`src/rtl/v3n_pkg.sv`:
```
// Types and constants shared by the vector normalise pipeline.
// No dependencies.
package v3n_pkg;

   localparam int unsigned RootCells = 32;   // one root digit per cell
   localparam int unsigned DivCells  = 31;   // quotient bits 30 down to 0
   localparam int unsigned Lanes     = 3;

   typedef struct packed {
      logic signed [31:0] vec_x;
      logic signed [31:0] vec_y;
      logic signed [31:0] vec_z;
   } req_type;

   typedef struct packed {
      logic signed [31:0] unit_x;
      logic signed [31:0] unit_y;
      logic signed [31:0] unit_z;
      logic        [31:0] length;
      logic               is_zero;
   } rsp_type;

   // per-item context carried alongside the arithmetic
   typedef struct packed {
      logic [Lanes-1:0][31:0] mag;
      logic [Lanes-1:0]       neg;
      logic                   zero;
   } ctx_type;

   typedef struct packed {
      logic [63:0] sq;     // radicand, consumed two bits per cell
      logic [33:0] rem;
      logic [31:0] root;
   } root_type;

   typedef struct packed {
      logic [31:0]            len;
      logic [Lanes-1:0][32:0] rem;
      logic [Lanes-1:0][30:0] quo;
   } div_type;

endpackage

```
`src/rtl/v3n_div_cell.sv`:
```
// One quotient bit cell of the divide chain, three lanes sharing the divisor.
// Depends on v3n_pkg.
module v3n_div_cell #(
   parameter bit FirstCell = 1'b0
) (
   input  logic             clock,
   input  logic             reset,
   input  logic             advance,
   input  logic             in_valid,
   input  v3n_pkg::ctx_type in_ctx,
   input  v3n_pkg::div_type in_work,
   output logic             out_valid,
   output v3n_pkg::ctx_type out_ctx,
   output v3n_pkg::div_type out_work
);
   import v3n_pkg::*;

   logic    valid_ff;
   ctx_type ctx_ff;
   div_type work_ff, work_in;
   logic [Lanes-1:0][33:0] rem_sh;
   logic [Lanes-1:0]       ge;

   always_comb begin
      work_in.len = in_work.len;
      for (int i = 0; i < Lanes; i++) begin
         // the first cell tests the integer bit, so no shift there
         rem_sh[i] = FirstCell ? {1'b0, in_work.rem[i]} : {in_work.rem[i], 1'b0};
         ge[i]     = (rem_sh[i] >= {2'b00, in_work.len});
         work_in.rem[i] = ge[i] ? 33'(rem_sh[i] - {2'b00, in_work.len})
                                : rem_sh[i][32:0];
         work_in.quo[i] = {in_work.quo[i][29:0], ge[i]};
      end
   end

   always_ff @(posedge clock) begin
      if (reset) begin
         valid_ff <= 1'b0;
      end else if (advance) begin
         valid_ff <= in_valid;
      end
   end

   always_ff @(posedge clock) begin
      if (advance) begin
         ctx_ff  <= in_ctx;
         work_ff <= work_in;
      end
   end

   assign out_valid = valid_ff;
   assign out_ctx   = ctx_ff;
   assign out_work  = work_ff;

endmodule

```
`config.mk`:
```
export PLATFORM = sky130hd
export DESIGN_NAME = v3n_div_cell
export DESIGN_NICKNAME = d
export VERILOG_FILES = /design/src/rtl/v3n_pkg.sv /design/src/rtl/v3n_div_cell.sv
export SDC_FILE = /design/constraint.sdc
export NUM_CORES = 1
export LEC_CHECK = 0
export BUFFER_PORTS_ARGS = -buffer_cell sky130_fd_sc_hd__buf_2
export CAP_MARGIN = 20
export CORE_AREA = 2 2 250 252
export CTS_CLUSTER_DIAMETER = 50
export CTS_CLUSTER_SIZE = 40
export DETAILED_ROUTE_END_ITERATION = 8
export DIE_AREA = 0 0 252 254
export PLACE_DENSITY = 0.45
export SLEW_MARGIN = 20
export SYNTH_ARGS = -nofsm -noshare
export SYNTH_HDL_FRONTEND = slang
export SYNTH_SLANG_ARGS = --single-unit
```
`constraint.sdc`:
```
create_clock -name clock -period 4.4 [get_ports clock]
set_input_delay 0.88 -clock clock [delete_from_list [all_inputs] [get_ports clock]]
set_output_delay 0.88 -clock clock [all_outputs]
set_load 0.01 [all_outputs]
```
==> results.cfg <==
[outcome]
status = finished, final reports clean

[sta]
slew_violations = 0
max_freq_mhz = 274
setup_ws_ps = 749
finalSetupViolations = 0
finalHoldViolCount = 0
max_slew_margin_pct = 29.3
worst_slew_pin_slew_ps = 1050
final.setup_skew_ps = 0
fin_crit_ps = 3650
rsz0062_at_grt = false
fin_worst_hold_slack_ps = 448
final.period_utilization_pct = 83.0
fin_tns_setup_ps = 0

[pwr]
leakage_nw = 9.64
p_per_area_nw_per_um2 = 451
p_int_mw = 7.08
pwr-share-clk_pct = 42.2
power_frac_seq_pct = 38.7
combPwrFrac_pct = 19.1
netSwitchingFraction_pct = 29.5
vdd_drop_max_uv = 458
power_switching_mw = 2.96

[synth]
synthCells = 1295
yosysWarnings = 0
yosysTopAreaCellShare_pct = 60.3
ys_seq_elements = 325
avgSynthCellArea_um2 = 12.5
ys.flop_type = edfxtp_1
syn_area_um2 = 16100
netlist-cell-type-count = 76
synth_edf_count = 324
synth_nets = 1722
yosysTopAreaCell = edfxtp_1
synthArstFlopShare_pct = 0
yosysSeqAreaShare_pct = 60.5
synthTopCellsByArea = edfxtp_1 (60%), ha_1 (7.4%), a21oi_1 (4.1%), nor2_1 (2.4%), xnor2_1 (2.3%)

[die]
rows = 91
core_region_area_um2 = 61300
num_io_pins = 653
fp.dieW_um = 252
die_h_um = 254
die_area_um2 = 64000
start_util_pct = 26.3

[clock_network]
cts_tree = built
holdBufCountCts = 0
clockBufferDepth = 3
cts_sinks = 325
ctsResizeCount = 0
htreeDepth = 2
postCtsSetupRepairBufs = 0
cts_made_buffers = 49
ctsRootBufferMaster = clkbuf_16
path_clk_slew_ps = 60
clkLatencyLatePin_ps = 590

[final_layout]
final_common_cell = buf_2
drive_gt1_share_pct = 39.7
post-route-util_pct = 36.4
fillers = 6227
area_growth_pct = 38.2
layout_common_cells = buf_2 (648), edfxtp_1 (324), a21oi_1 (131)
final_cell_count_no_fill = 2826
nets = 2410

[placement]
port_buffers = 649
placedCellCount = 2722
gp_congestion = 0.855
dpl.hpwl_mm = 57.8
post-place-ws_ps = 210

[drt]
routed_via_density = 4.75
ant_nets = 0
dr_total_vias = 13400
wl_per_cell_um = 24.8
drc = 0
drtIter0Drc = 732
routed_wl_mm = 70.0
drt-pass1-iter-count = 4

[global_routing]
grt_pass1_wl_mm = 95.7
grt_usage_pct = 21.0
grt_antenna_before_repair = 40
overflow = 0
grt_max_degree = 91
grt_pass1_vias = 13700

[hold_path]
hold_class = primary input to flop
min_from = reset

[critical_path]
crit_start = in_work[194]
critPathLaunchType = primary input
r2r-start = out_valid
worst-path-max-fanout = 44
path_class = primary input to flop
crit_required_ps = 4720
cp.arrival_ps = 3970
worstSetupEndpointType = flop

[run]
maxCapViolCount = 0
## metrics by stage
stage / power [mW] / cell area [um^2]
2_1_floorplan: 4.94 / 16100
3_3_place_gp: 5.90 / 20500
3_5_place_dp: 5.89 / 20500
4_1_cts: 10.2 / 22300
5_1_grt: 10.5 / 22300
6_report: 10.0 / 22300
## worst paths after layout
path | to | slack [ps] | cells past startpoint
setup / recovery | out_work[104] | 750 | 12
hold / removal | out_valid | 450 | 2
setup reg to reg | out_valid | 3830 | 2
hold reg to reg | out_valid | 490 | 2
## kinds of logic after synthesis
family,Yosys count,share of synthesized area (%)
simple gates,300,8.61
compound gates,369,14.5
buf+inv,100,2.71
mux,22,1.56
fa+ha+maj,99,7.82
flops,325,60.5
xor+xnor,80,4.35
## cell usage after synthesis, drive strengths merged, types with 2 or more instances
cell type  number
a2111o          2
a211o           4
a211oi          7
a21boi          3
a21o           43
a21oi         137
a221o           3
a311o           2
a31o            2
a31oi          19
and2            5
and3           10
and4            2
buf            22
clkbuf         18
edfxtp        324
fa              3
ha             96
inv            60
mux2           19
mux2i           3
nand2          94
nand2b          6
nand3          17
nand4          24
nor2          102
nor2b          14
nor3           15
nor3b           2
nor4            2
o2111ai         2
o211ai          7
o21a           11
o21ai          85
o21bai          8
o22ai           3
o31a            2
o31ai          12
o41ai           4
or3             5
xnor2          42
xor2           38
## cell type report
cell class	instances	area (um^2)	share of cell area [%]
clock inverter	41	532	2.39
sequential	325	9750	43.7
inverter	60	225	1.01
tap	790	988	4.44
antenna	13	32.5	0.146
clock buffer	50	1250	5.61
timing repair buffer	677	3570	16.0
multi-input combinational	870	5940	26.6
## power groups by stage
stage	Sequential (mW)	Combinational, mW	Clock, mW
floorplan	4.13	0.812	0
global placement	3.95	1.94	0
detailed placement	3.95	1.94	0
CTS	3.89	1.96	4.36
global route	3.92	2.09	4.47
finish	3.89	1.92	4.24
## sequential cells by signal, summed over array words and instances, names as in the netlist
signal     flops
out_work     224
out_ctx      100
out_valid      1
## worst max-delay path, cell delays in order
cell and delay [ps]:
buf_2 110, inv_1 180, ha_1 330, nor2b_1 160, o21ai_1 210, a21oi_1 150
o31ai_1 490, nand4_1 320, a311oi_2 500, o21a_2 260, buf_12 220, o21ai_0 130
## per-layer routing
layer  GRT usage [%]  wire length, um
met1            21.7            24900
met2            39.3            36800
met3            8.26             6240
met4            5.12             1600
met5           0.541              381
Power figures use the tool's default switching activity.
