**config.mk**
```make
export PLATFORM = sky130hd
export DESIGN_NAME = v3n_root_cell
export DESIGN_NICKNAME = d
export VERILOG_FILES = /design/src/rtl/v3n_pkg.sv /design/src/rtl/v3n_root_cell.sv
export SDC_FILE = /design/constraint.sdc
export NUM_CORES = 1
export LEC_CHECK = 0
export ABC_AREA = 1
export BUFFER_PORTS_ARGS = -buffer_cell sky130_fd_sc_hd__buf_2
export CAP_MARGIN = 15
export CORE_ASPECT_RATIO = 0.6
export CORE_MARGIN = 10
export CORE_UTILIZATION = 30
export CTS_CLUSTER_SIZE = 40
export DETAILED_ROUTE_END_ITERATION = 16
export GPL_ROUTABILITY_DRIVEN = 0
export GPL_TIMING_DRIVEN = 0
export PLACE_DENSITY = 0.64
export REMOVE_ABC_BUFFERS = 1
export SLEW_MARGIN = 5
export SYNTH_ARGS = -nofsm -noshare
export SYNTH_HDL_FRONTEND = slang
export SYNTH_SLANG_ARGS = --single-unit
```
**constraint.sdc**
```tcl
create_clock -name clock -period 4.38 [get_ports clock]
set_input_delay 0.876 -clock clock [delete_from_list [all_inputs] [get_ports clock]]
set_output_delay 0.876 -clock clock [all_outputs]
set_load 0.01 [all_outputs]
```
**src/rtl/v3n_pkg.sv**
```systemverilog
// Types and constants shared by the vector normalise pipeline.
// No dependencies.
package v3n_pkg;

   localparam int unsigned RootCells = 32;   // one root digit per cell
   localparam int unsigned DivCells  = 31;   // quotient bits 30 down to 0
   localparam int unsigned Lanes     = 3;

   typedef struct packed {
      logic signed [31:0] vec_x;
      logic signed [31:0] vec_y;
      logic signed [31:0] vec_z;
   } req_type;

   typedef struct packed {
      logic signed [31:0] unit_x;
      logic signed [31:0] unit_y;
      logic signed [31:0] unit_z;
      logic        [31:0] length;
      logic               is_zero;
   } rsp_type;

   // per-item context carried alongside the arithmetic
   typedef struct packed {
      logic [Lanes-1:0][31:0] mag;
      logic [Lanes-1:0]       neg;
      logic                   zero;
   } ctx_type;

   typedef struct packed {
      logic [63:0] sq;     // radicand, consumed two bits per cell
      logic [33:0] rem;
      logic [31:0] root;
   } root_type;

   typedef struct packed {
      logic [31:0]            len;
      logic [Lanes-1:0][32:0] rem;
      logic [Lanes-1:0][30:0] quo;
   } div_type;

endpackage

```
**src/rtl/v3n_root_cell.sv**
```systemverilog
// One digit cell of the square root chain: settles one root bit per transfer.
// Depends on v3n_pkg.
module v3n_root_cell (
   input  logic              clock,
   input  logic              reset,
   input  logic              advance,
   input  logic              in_valid,
   input  v3n_pkg::ctx_type  in_ctx,
   input  v3n_pkg::root_type in_work,
   output logic              out_valid,
   output v3n_pkg::ctx_type  out_ctx,
   output v3n_pkg::root_type out_work
);
   import v3n_pkg::*;

   logic     valid_ff;
   ctx_type  ctx_ff;
   root_type work_ff, work_in;
   logic [35:0] rem_sh, trial;
   logic        ge;

   always_comb begin
      rem_sh = {in_work.rem, in_work.sq[63:62]};
      trial  = {2'b00, in_work.root, 2'b01};
      ge     = (rem_sh >= trial);
      work_in.sq   = {in_work.sq[61:0], 2'b00};
      work_in.rem  = ge ? 34'(rem_sh - trial) : rem_sh[33:0];
      work_in.root = {in_work.root[30:0], ge};
   end

   always_ff @(posedge clock) begin
      if (reset) begin
         valid_ff <= 1'b0;
      end else if (advance) begin
         valid_ff <= in_valid;
      end
   end

   always_ff @(posedge clock) begin
      if (advance) begin
         ctx_ff  <= in_ctx;
         work_ff <= work_in;
      end
   end

   assign out_valid = valid_ff;
   assign out_ctx   = ctx_ff;
   assign out_work  = work_ff;

endmodule

```
==> reports/qor.tcl, run 1 <==
set qor(outcome) {finished, final reports clean}
set qor(post_synth_main_area_contributors) {sky130_fd_sc_hd__edfxtp_1, sky130_fd_sc_hd__nand2_1, sky130_fd_sc_hd__inv_1, sky130_fd_sc_hd__ha_1, sky130_fd_sc_hd__nor2_1}
set qor(timing.final.setup_violations) 0
set qor(instances_no_fill) 1832
set qor(grt_antenna_before_repair) 14
set qor(timing.setup.critical_path_class) {in2reg}
set qor(yosys_most_used_dff) {sky130_fd_sc_hd__edfxtp_1}
set qor(grt_start_max_net_pins) 125
set qor(globalRouteMet1Util_pct) 18.8
set qor(most_common_cell_after_layout_fill_and_taps_aside) {sky130_fd_sc_hd__buf_2}
set qor(port_buffers) 462
set qor(max_slew_margin_pct) 42.5
set qor(met2_track_utilization_from_global_routing_pct) 28.9
set qor(setup_total_negative_slack_ps) 0
set qor(cts_made_buffers) 23
set qor(critPathRequiredTime_ps) 4660
set qor(wl_per_cell_um) 19.9
set qor(drt-vias-per-instance) 4.35
set qor(critPathArrivalTime_ps) 3130
set qor(power.static_leakage_nw) 6.51
set qor(count_of_flip_flops_with_a_built_in_enable_after_synthesis) 228
set qor(synthArstFlopShare_pct) 0
set qor(route.detailed.drc) 0
set qor(drt-total-wl_um) 36400
set qor(clock.fmax_ghz) 0.351
set qor(timing.final.crit_share_pct) 65.0
set qor(maxCapViolCount) 0
set qor(netlist_instances) 878
set qor(grt_first_pass_wirelength_um) 51100
set qor(synth_top_area_cell) {sky130_fd_sc_hd__edfxtp_1}
set qor(die_area_sq_mm) 0.0411
set qor(cts_post_setup_buffers_inserted) 0
set qor(vias_in_the_first_global_route) 7944
set qor(x_dimension_of_the_die_um) 255
set qor(path_clk_slew_ps) 60
set qor(power.density_cell_area_mw_per_mm2) 417
set qor(worstSetupEndpointType) {flip-flop}
set qor(most-common-layout-cells) {sky130_fd_sc_hd__buf_2, sky130_fd_sc_hd__nand2_1, sky130_fd_sc_hd__edfxtp_1}
set qor(yosys_register_bits) 229
set qor(cts_tree) {built}
set qor(rsz0062_at_grt) {false}
set qor(worst_skew_pair.late_latency_ps) 530
set qor(drive_above_1_share_pct) 37.5
set qor(grt_remaining_overflow) 0
set qor(worst_path_maximum_fanout) 37
set qor(yosysWarningCount) 0
set qor(hpwlAfterDp_um) 29800
set qor(vdd.ir_drop.worst_mv) 0.230
set qor(number_of_clock_sinks) 229
set qor(boundaryPins) 465
set qor(worst-slew-pin-transition_ps) 863
set qor(grt-busiest-layer) {met2}
set qor(initial_utilization_pct) 30.5
set qor(cts.htree.levels) 1
set qor(min-delay-path-class) {in2reg}
set qor(slew_violations) 0
set qor(total_standard_cell_area_after_synthesis_sq_mm) 0.00996
set qor(clock_skew_ps) 0
set qor(cts-root-buf) {sky130_fd_sc_hd__clkbuf_16}
set qor(filler_cell_count) 3179
set qor(synth.lib_cells_used.distinct) 27
set qor(final_hold_viol_count) 0
set qor(number_of_iterations_in_the_first_detailed_routing_pass) 5
set qor(synth_area_per_cell_sq_um) 11.3
set qor(vias) 7965
set qor(antenna_left) 0
set qor(globalRouteTotalUtil_pct) 16.7
set qor(post_cts.resized_instances) 0
set qor(drtIter0Drc) 556
set qor(clk_path_buf_depth) 3
set qor(post-place-cells) 1784
set qor(dieHeight_um) 161
set qor(setup.worst_path.start_class) {input port}
set qor(min_period_ps) 2850
set qor(flow.area_growth_from_synthesis_pct) 36.5
set qor(floorplan.core_area_sq_mm) 0.0326
set qor(cts_hold_buffers) 0
set qor(synth.yosys.seq_area_share_pct) 69.0
set qor(design.final.nets) 1627
set qor(rows) 51
set qor(globalRouteMet3Util_pct) 6.20
set qor(synth_top_area_share_pct) 68.8
==> layout make-up <==
class | count | area [sq um] | area share (%)
clock buffers | 25 | 583 | 4.29
diodes | 7 | 17.5 | 0.129
repair buffers | 463 | 2350 | 17.3
well taps | 450 | 563 | 4.14
multi-input cells | 502 | 2490 | 18.4
clock inverters | 16 | 186 | 1.37
flip-flops and latches | 229 | 6870 | 50.5
inverters | 140 | 528 | 3.89
==> final timing paths <==
| path | startpoint | cells past startpoint | slack (ps) | endpoint |
|---|---|---|---|---|
| max | in_work[13] | 14 | 1530 | out_work[60]$_DFFE_PP_ |
| min | reset | 2 | 490 | out_valid$_SDFFE_PP0P_ |
| max reg2reg | out_valid$_SDFFE_PP0P_ | 2 | 3800 | out_valid$_SDFFE_PP0P_ |
| min reg2reg | out_valid$_SDFFE_PP0P_ | 2 | 490 | out_valid$_SDFFE_PP0P_ |
==> Yosys cell counts, types with 2 or more instances <==
library cell and count:
sky130_fd_sc_hd__o21ai_0 12, sky130_fd_sc_hd__nor3_1 3, sky130_fd_sc_hd__nand3_1 38, sky130_fd_sc_hd__nor2_1 54, sky130_fd_sc_hd__nand3_2 2, sky130_fd_sc_hd__xor2_1 15, sky130_fd_sc_hd__edfxtp_1 228, sky130_fd_sc_hd__a21oi_2 2
sky130_fd_sc_hd__buf_4 5, sky130_fd_sc_hd__and2_1 2, sky130_fd_sc_hd__xnor2_1 3, sky130_fd_sc_hd__buf_6 3, sky130_fd_sc_hd__nand2_1 283, sky130_fd_sc_hd__nor2_2 6, sky130_fd_sc_hd__a21oi_1 24, sky130_fd_sc_hd__nand3b_1 4
sky130_fd_sc_hd__nand2_2 5, sky130_fd_sc_hd__o21bai_1 4, sky130_fd_sc_hd__nand4_1 6, sky130_fd_sc_hd__ha_1 34, sky130_fd_sc_hd__inv_1 139
==> flip-flops by register name (all words and copies together) (netlist names) <==
register / count
out_valid: 1
out_work: 128
out_ctx: 100
==> power breakdown <==
group | switching [mW] | internal [mW] | total [mW]
registers | 0.0446 | 2.64 | 2.69
clock network | 0.882 | 1.16 | 2.04
logic | 0.598 | 0.342 | 0.941
total | 1.52 | 4.14 | 5.67
==> metal layers <==
| metal | share of wire (%) | wire (um) |
|---|---|---|
| met2 | 49 | 17800 |
| met1 | 38 | 13700 |
| met5 | 0.23 | 83 |
| met3 | 11 | 3940 |
| met4 | 2.4 | 869 |
==> logic make-up after synthesis <==
logic type	count (synthesis)	synth area share [%]
buf+inv	148	6.02
other cells	1	0.0377
mux	1	0.101
fa+ha+maj	34	4.27
simple gates	405	16.7
flops	229	69.0
compound gates	42	2.29
xor+xnor	18	1.58
==> stage by stage <==
stage               setup WS [ps]  utilization [%]  area (sq um)  power [mW]  hold slack [ps]
floorplan                    1820                -          9890        3.17              528
global placement             -786             39.1         12800        3.68              472
detailed placement           1020             39.3         12800        3.68              481
CTS                          1590             41.6         13600        5.75              458
global route                 1280             41.6         13600        5.93              461
finish                       1530             41.7         13600        5.67              488
==> worst max-delay path, stage by stage <==
cell	delay, ps
sky130_fd_sc_hd__buf_2	100
sky130_fd_sc_hd__inv_1	50
sky130_fd_sc_hd__ha_1	360
sky130_fd_sc_hd__nand2_1	140
sky130_fd_sc_hd__nor2_1	330
sky130_fd_sc_hd__nand2_1	120
sky130_fd_sc_hd__nor2_1	150
sky130_fd_sc_hd__nand2_1	100
sky130_fd_sc_hd__nand2_1	110
sky130_fd_sc_hd__nand2_2	90
sky130_fd_sc_hd__nand2_8	230
sky130_fd_sc_hd__inv_4	210
sky130_fd_sc_hd__nand2_1	120
sky130_fd_sc_hd__nand2_1	80
(Power assumes the default switching activity.)
==> run 2: changes to the inputs <==
- ABC_AREA: 1 -> 0
- PLACE_DENSITY: 0.64 -> 0.65
- clock period: 4.38 -> 2.7 ns (I/O delays scaled with it)
==> run 2 against run 1 <==
  * Global-route usage shrank 0.80 points
  * Design area shrank 3.9%
  * Total power grew 59%
  * First-iteration DRC count shrank 29%
  * Clock skew is the same
  * Critical endpoint is now out_work[58]$_DFFE_PP_
  * Via count shrank 14%
  * Sequential power grew 62%
  * Area after synthesis shrank 7.0%
  * Sequential share of layout area grew 2.0 points
  * Core utilization grew 1.6 points
==> reports/qor.tcl, run 2 <==
set qor(boundaryPins) 465 ;# unchanged
set qor(rsz0062_at_grt) {true}
set qor(antenna_left) 0 ;# unchanged
set qor(most_common_cell_after_layout_fill_and_taps_aside) {sky130_fd_sc_hd__buf_2}
set qor(synth.top_cells.by_count) {sky130_fd_sc_hd__edfxtp_1, sky130_fd_sc_hd__nand2_1, sky130_fd_sc_hd__inv_1, sky130_fd_sc_hd__ha_1, sky130_fd_sc_hd__o21ai_1}
set qor(x_dimension_of_the_die_um) 247 ;# -3.3%
set qor(globalRouteTotalUtil_pct) 15.9 ;# -0.80 points
set qor(min-delay-path-class) {in2reg}
set qor(drtIter0Drc) 396 ;# -29%
set qor(largest_register_ff_count) 128 ;# unchanged
set qor(synth-compound-area-share_pct) 9.33 ;# +7.0 points
set qor(power.density_cell_area_mw_per_mm2) 689 ;# +65%
set qor(timing.final.setup_violations) 0 ;# unchanged
set qor(synth.yosys.seq_area_share_pct) 74.2 ;# +5.2 points
set qor(design.final.nets) 1355 ;# -17%
set qor(worst-slew-pin-transition_ps) 943 ;# +80.2 ps
set qor(most-common-layout-cells) {sky130_fd_sc_hd__buf_2, sky130_fd_sc_hd__edfxtp_1, sky130_fd_sc_hd__nand2_1}
set qor(synthArstFlopShare_pct) 0 ;# unchanged
set qor(critPathRequiredTime_ps) 2990 ;# -1670 ps
set qor(min_period_ps) 2650
set qor(synth.area.mux_share_pct) 0.798 ;# +0.70 points
set qor(grt_first_pass_wirelength_um) 45600 ;# -11%
set qor(route.detailed.drc) 0 ;# unchanged
set qor(power.static_leakage_nw) 5.73 ;# -12%
set qor(vias) 6859 ;# -14%
set qor(hpwlAfterDp_um) 26000 ;# -13%
set qor(cts-root-buf) {sky130_fd_sc_hd__clkbuf_16}
set qor(worstSetupEndpointType) {flip-flop}
set qor(path_clk_slew_ps) 60 ;# about the same
set qor(max_slew_margin_pct) 37.1 ;# -5.3 points
set qor(rows) 49 ;# -3.9%
set qor(timing.final.crit_share_pct) 98.2
set qor(number_of_iterations_in_the_first_detailed_routing_pass) 5 ;# unchanged
set qor(wl_per_cell_um) 21.7 ;# +9.5%
set qor(cts_tree) {built}
set qor(final_hold_viol_count) 0 ;# unchanged
set qor(yosys_register_bits) 229 ;# unchanged
set qor(setup.worst_path.start_class) {input port}
set qor(port_buffers) 462 ;# unchanged
set qor(slew_violations) 0 ;# unchanged
set qor(drt-vias-per-instance) 4.52 ;# +4.0%
set qor(globalRouteMet3Util_pct) 6.53 ;# +0.33 points
set qor(dpl_worst_slack_ps) -990 ;# -2010 ps
set qor(yosysWarningCount) 0 ;# unchanged
set qor(post_synth_main_area_contributors) {sky130_fd_sc_hd__edfxtp_1, sky130_fd_sc_hd__ha_1, sky130_fd_sc_hd__nand2_1, sky130_fd_sc_hd__a21o_1, sky130_fd_sc_hd__o21ai_1}
set qor(cts_made_buffers) 24 ;# +4.3%
set qor(synthSimpleGateAreaFrac_pct) 5.93 ;# -11 points
set qor(yosys_most_used_dff) {sky130_fd_sc_hd__edfxtp_1}
set qor(timing.final.ws_setup_ps) 49.3 ;# -1490 ps
set qor(cts.htree.levels) 1 ;# unchanged
set qor(flow.area_growth_from_synthesis_pct) 41.1
set qor(drive_above_1_share_pct) 49.0 ;# +11 points
set qor(initial_utilization_pct) 30.7 ;# +0.15 points
set qor(critPathArrivalTime_ps) 2940 ;# -190 ps
set qor(synth_area_per_cell_sq_um) 15.5 ;# +37%
set qor(drt-total-wl_um) 33000 ;# -9.3%
set qor(netlist_instances) 597 ;# -32%
set qor(yosysMostFrequentCell) {sky130_fd_sc_hd__edfxtp_1}
set qor(cts_hold_buffers) 0 ;# unchanged
set qor(synth_adder_area_share_pct) 4.60 ;# +0.32 points
set qor(outcome) {finished, final reports clean}
set qor(grt_antenna_before_repair) 15 ;# +1
set qor(worst_path_maximum_fanout) 4 ;# -89%
set qor(globalRouteMet1Util_pct) 17.4 ;# -1.5 points
set qor(count_of_flip_flops_with_a_built_in_enable_after_synthesis) 228 ;# unchanged
set qor(die_area_sq_mm) 0.0385 ;# -6.3%
set qor(number_of_clock_sinks) 229 ;# unchanged
set qor(largest_family_of_logic_cells_by_synthesized_area) {compound AO/OA/AOI/OAI gates}
set qor(synth_top_area_share_pct) 74.0 ;# +5.2 points
set qor(holdWs_ps) 157 ;# -331 ps
set qor(grt-busiest-layer) {met2}
set qor(clk_path_buf_depth) 3 ;# unchanged
set qor(synth_top_area_cell) {sky130_fd_sc_hd__edfxtp_1}
set qor(worst_skew_pair.late_latency_ps) 530 ;# about the same
set qor(timing.setup.critical_path_class) {in2reg}
set qor(synth.lib_cells_used.distinct) 58 ;# +110%
set qor(total_standard_cell_area_after_synthesis_sq_mm) 0.00926 ;# -7.0%
set qor(floorplan.core_area_sq_mm) 0.0302 ;# -7.5%
set qor(vias_in_the_first_global_route) 6779 ;# -15%
set qor(total_power_mw) 9.00 ;# +59%
set qor(grt_remaining_overflow) 0 ;# unchanged
set qor(clock_skew_ps) 0 ;# unchanged
set qor(clock.fmax_ghz) 0.377
set qor(grt_start_max_net_pins) 120 ;# -4.0%
set qor(vdd.ir_drop.worst_mv) 0.361 ;# +57%
set qor(yosys.area_share.xor_xnor_pct) 2.65 ;# +1.1 points
set qor(maxCapViolCount) 0 ;# unchanged
set qor(dieHeight_um) 156 ;# -3.1%
set qor(met2_track_utilization_from_global_routing_pct) 28.0 ;# -0.83 points
-- run 2: final cells by class --
cell class                 count  area [sq um]
antenna                        7          17.5
multi-input combinational    314          2300
sequential                   229          6870
timing repair buffer         476          2480
clock inverter                14           114
clock buffer                  27           612
inverter                      42           158
tap                          408           510
fill                        2808         17100
-- run 2: final timing paths --
check,slack (ps),cells past startpoint,to,start
worst min-delay path,160,2,out_valid$_SDFFE_PP0P_,reset
worst min register to register,490,2,out_valid$_SDFFE_PP0P_,out_valid$_SDFFE_PP0P_
worst max register to register,2130,2,out_valid$_SDFFE_PP0P_,out_valid$_SDFFE_PP0P_
worst max-delay path,50,11,out_work[58]$_DFFE_PP_,in_work[0]
-- run 2: per-stage QoR --
stage / cell area (sq um) / TNS (ps) / util [%] / cells
after floorplan: 9190 / -29310 / - / 584
after global placement: 12000 / -545300 / 39.8 / 1454
after detailed placement: 12100 / -28770 / 40.0 / 1456
after CTS: 12900 / 0 / 42.8 / 1505
after global routing: 13000 / -77.4 / 43.3 / 1512
final: 13100 / 0 / 43.3 / 1517
-- run 2: repair_timing --
action,CTS,global route
gates cloned,2,0
endpoints found under the hold margin,0,0
setup buffers,6,5
pin swaps,4,9
setup endpoints to repair,35,20
resized for setup,8,14
-- run 2: cell families (layout without fill, tap and decap cells) --
| logic type | count (synthesis) | in the layout |
|---|---|---|
| AO/OA/AOI/OAI | 129 | 130 |
| AND/OR/NAND/NOR | 113 | 113 |
| other | 1 | 9 |
| adder cells (fa/ha/maj) | 34 | 34 |
| buffers and inverters | 56 | 559 |
| flip-flops | 229 | 229 |
| multiplexers | 7 | 7 |
| XOR/XNOR | 28 | 28 |
-- run 2: critical path: stages --
cell and delay (ps):
sky130_fd_sc_hd__buf_2 100, sky130_fd_sc_hd__inv_1 100, sky130_fd_sc_hd__ha_4 230, sky130_fd_sc_hd__nor2b_1 140, sky130_fd_sc_hd__o31a_1 380, sky130_fd_sc_hd__o21a_4 250
sky130_fd_sc_hd__a311oi_4 360, sky130_fd_sc_hd__o21ai_4 100, sky130_fd_sc_hd__a311oi_4 400, sky130_fd_sc_hd__mux2i_1 120, sky130_fd_sc_hd__a31o_1 210
-- run 2: routing by layer --
metal	part of all wire, %	up-vias
met5	0.17	-
met4	2.7	10
met3	10	58
met2	51	273
met1	36	3276
li1	-	3242
-- run 2: power by group --
| group | total [mW] | internal [mW] | switching [mW] |
|---|---|---|---|
| registers | 4.36 | 4.29 | 0.0697 |
| logic | 1.50 | 0.625 | 0.873 |
| clock network | 3.14 | 1.73 | 1.40 |
| total | 9.00 | 6.65 | 2.35 |
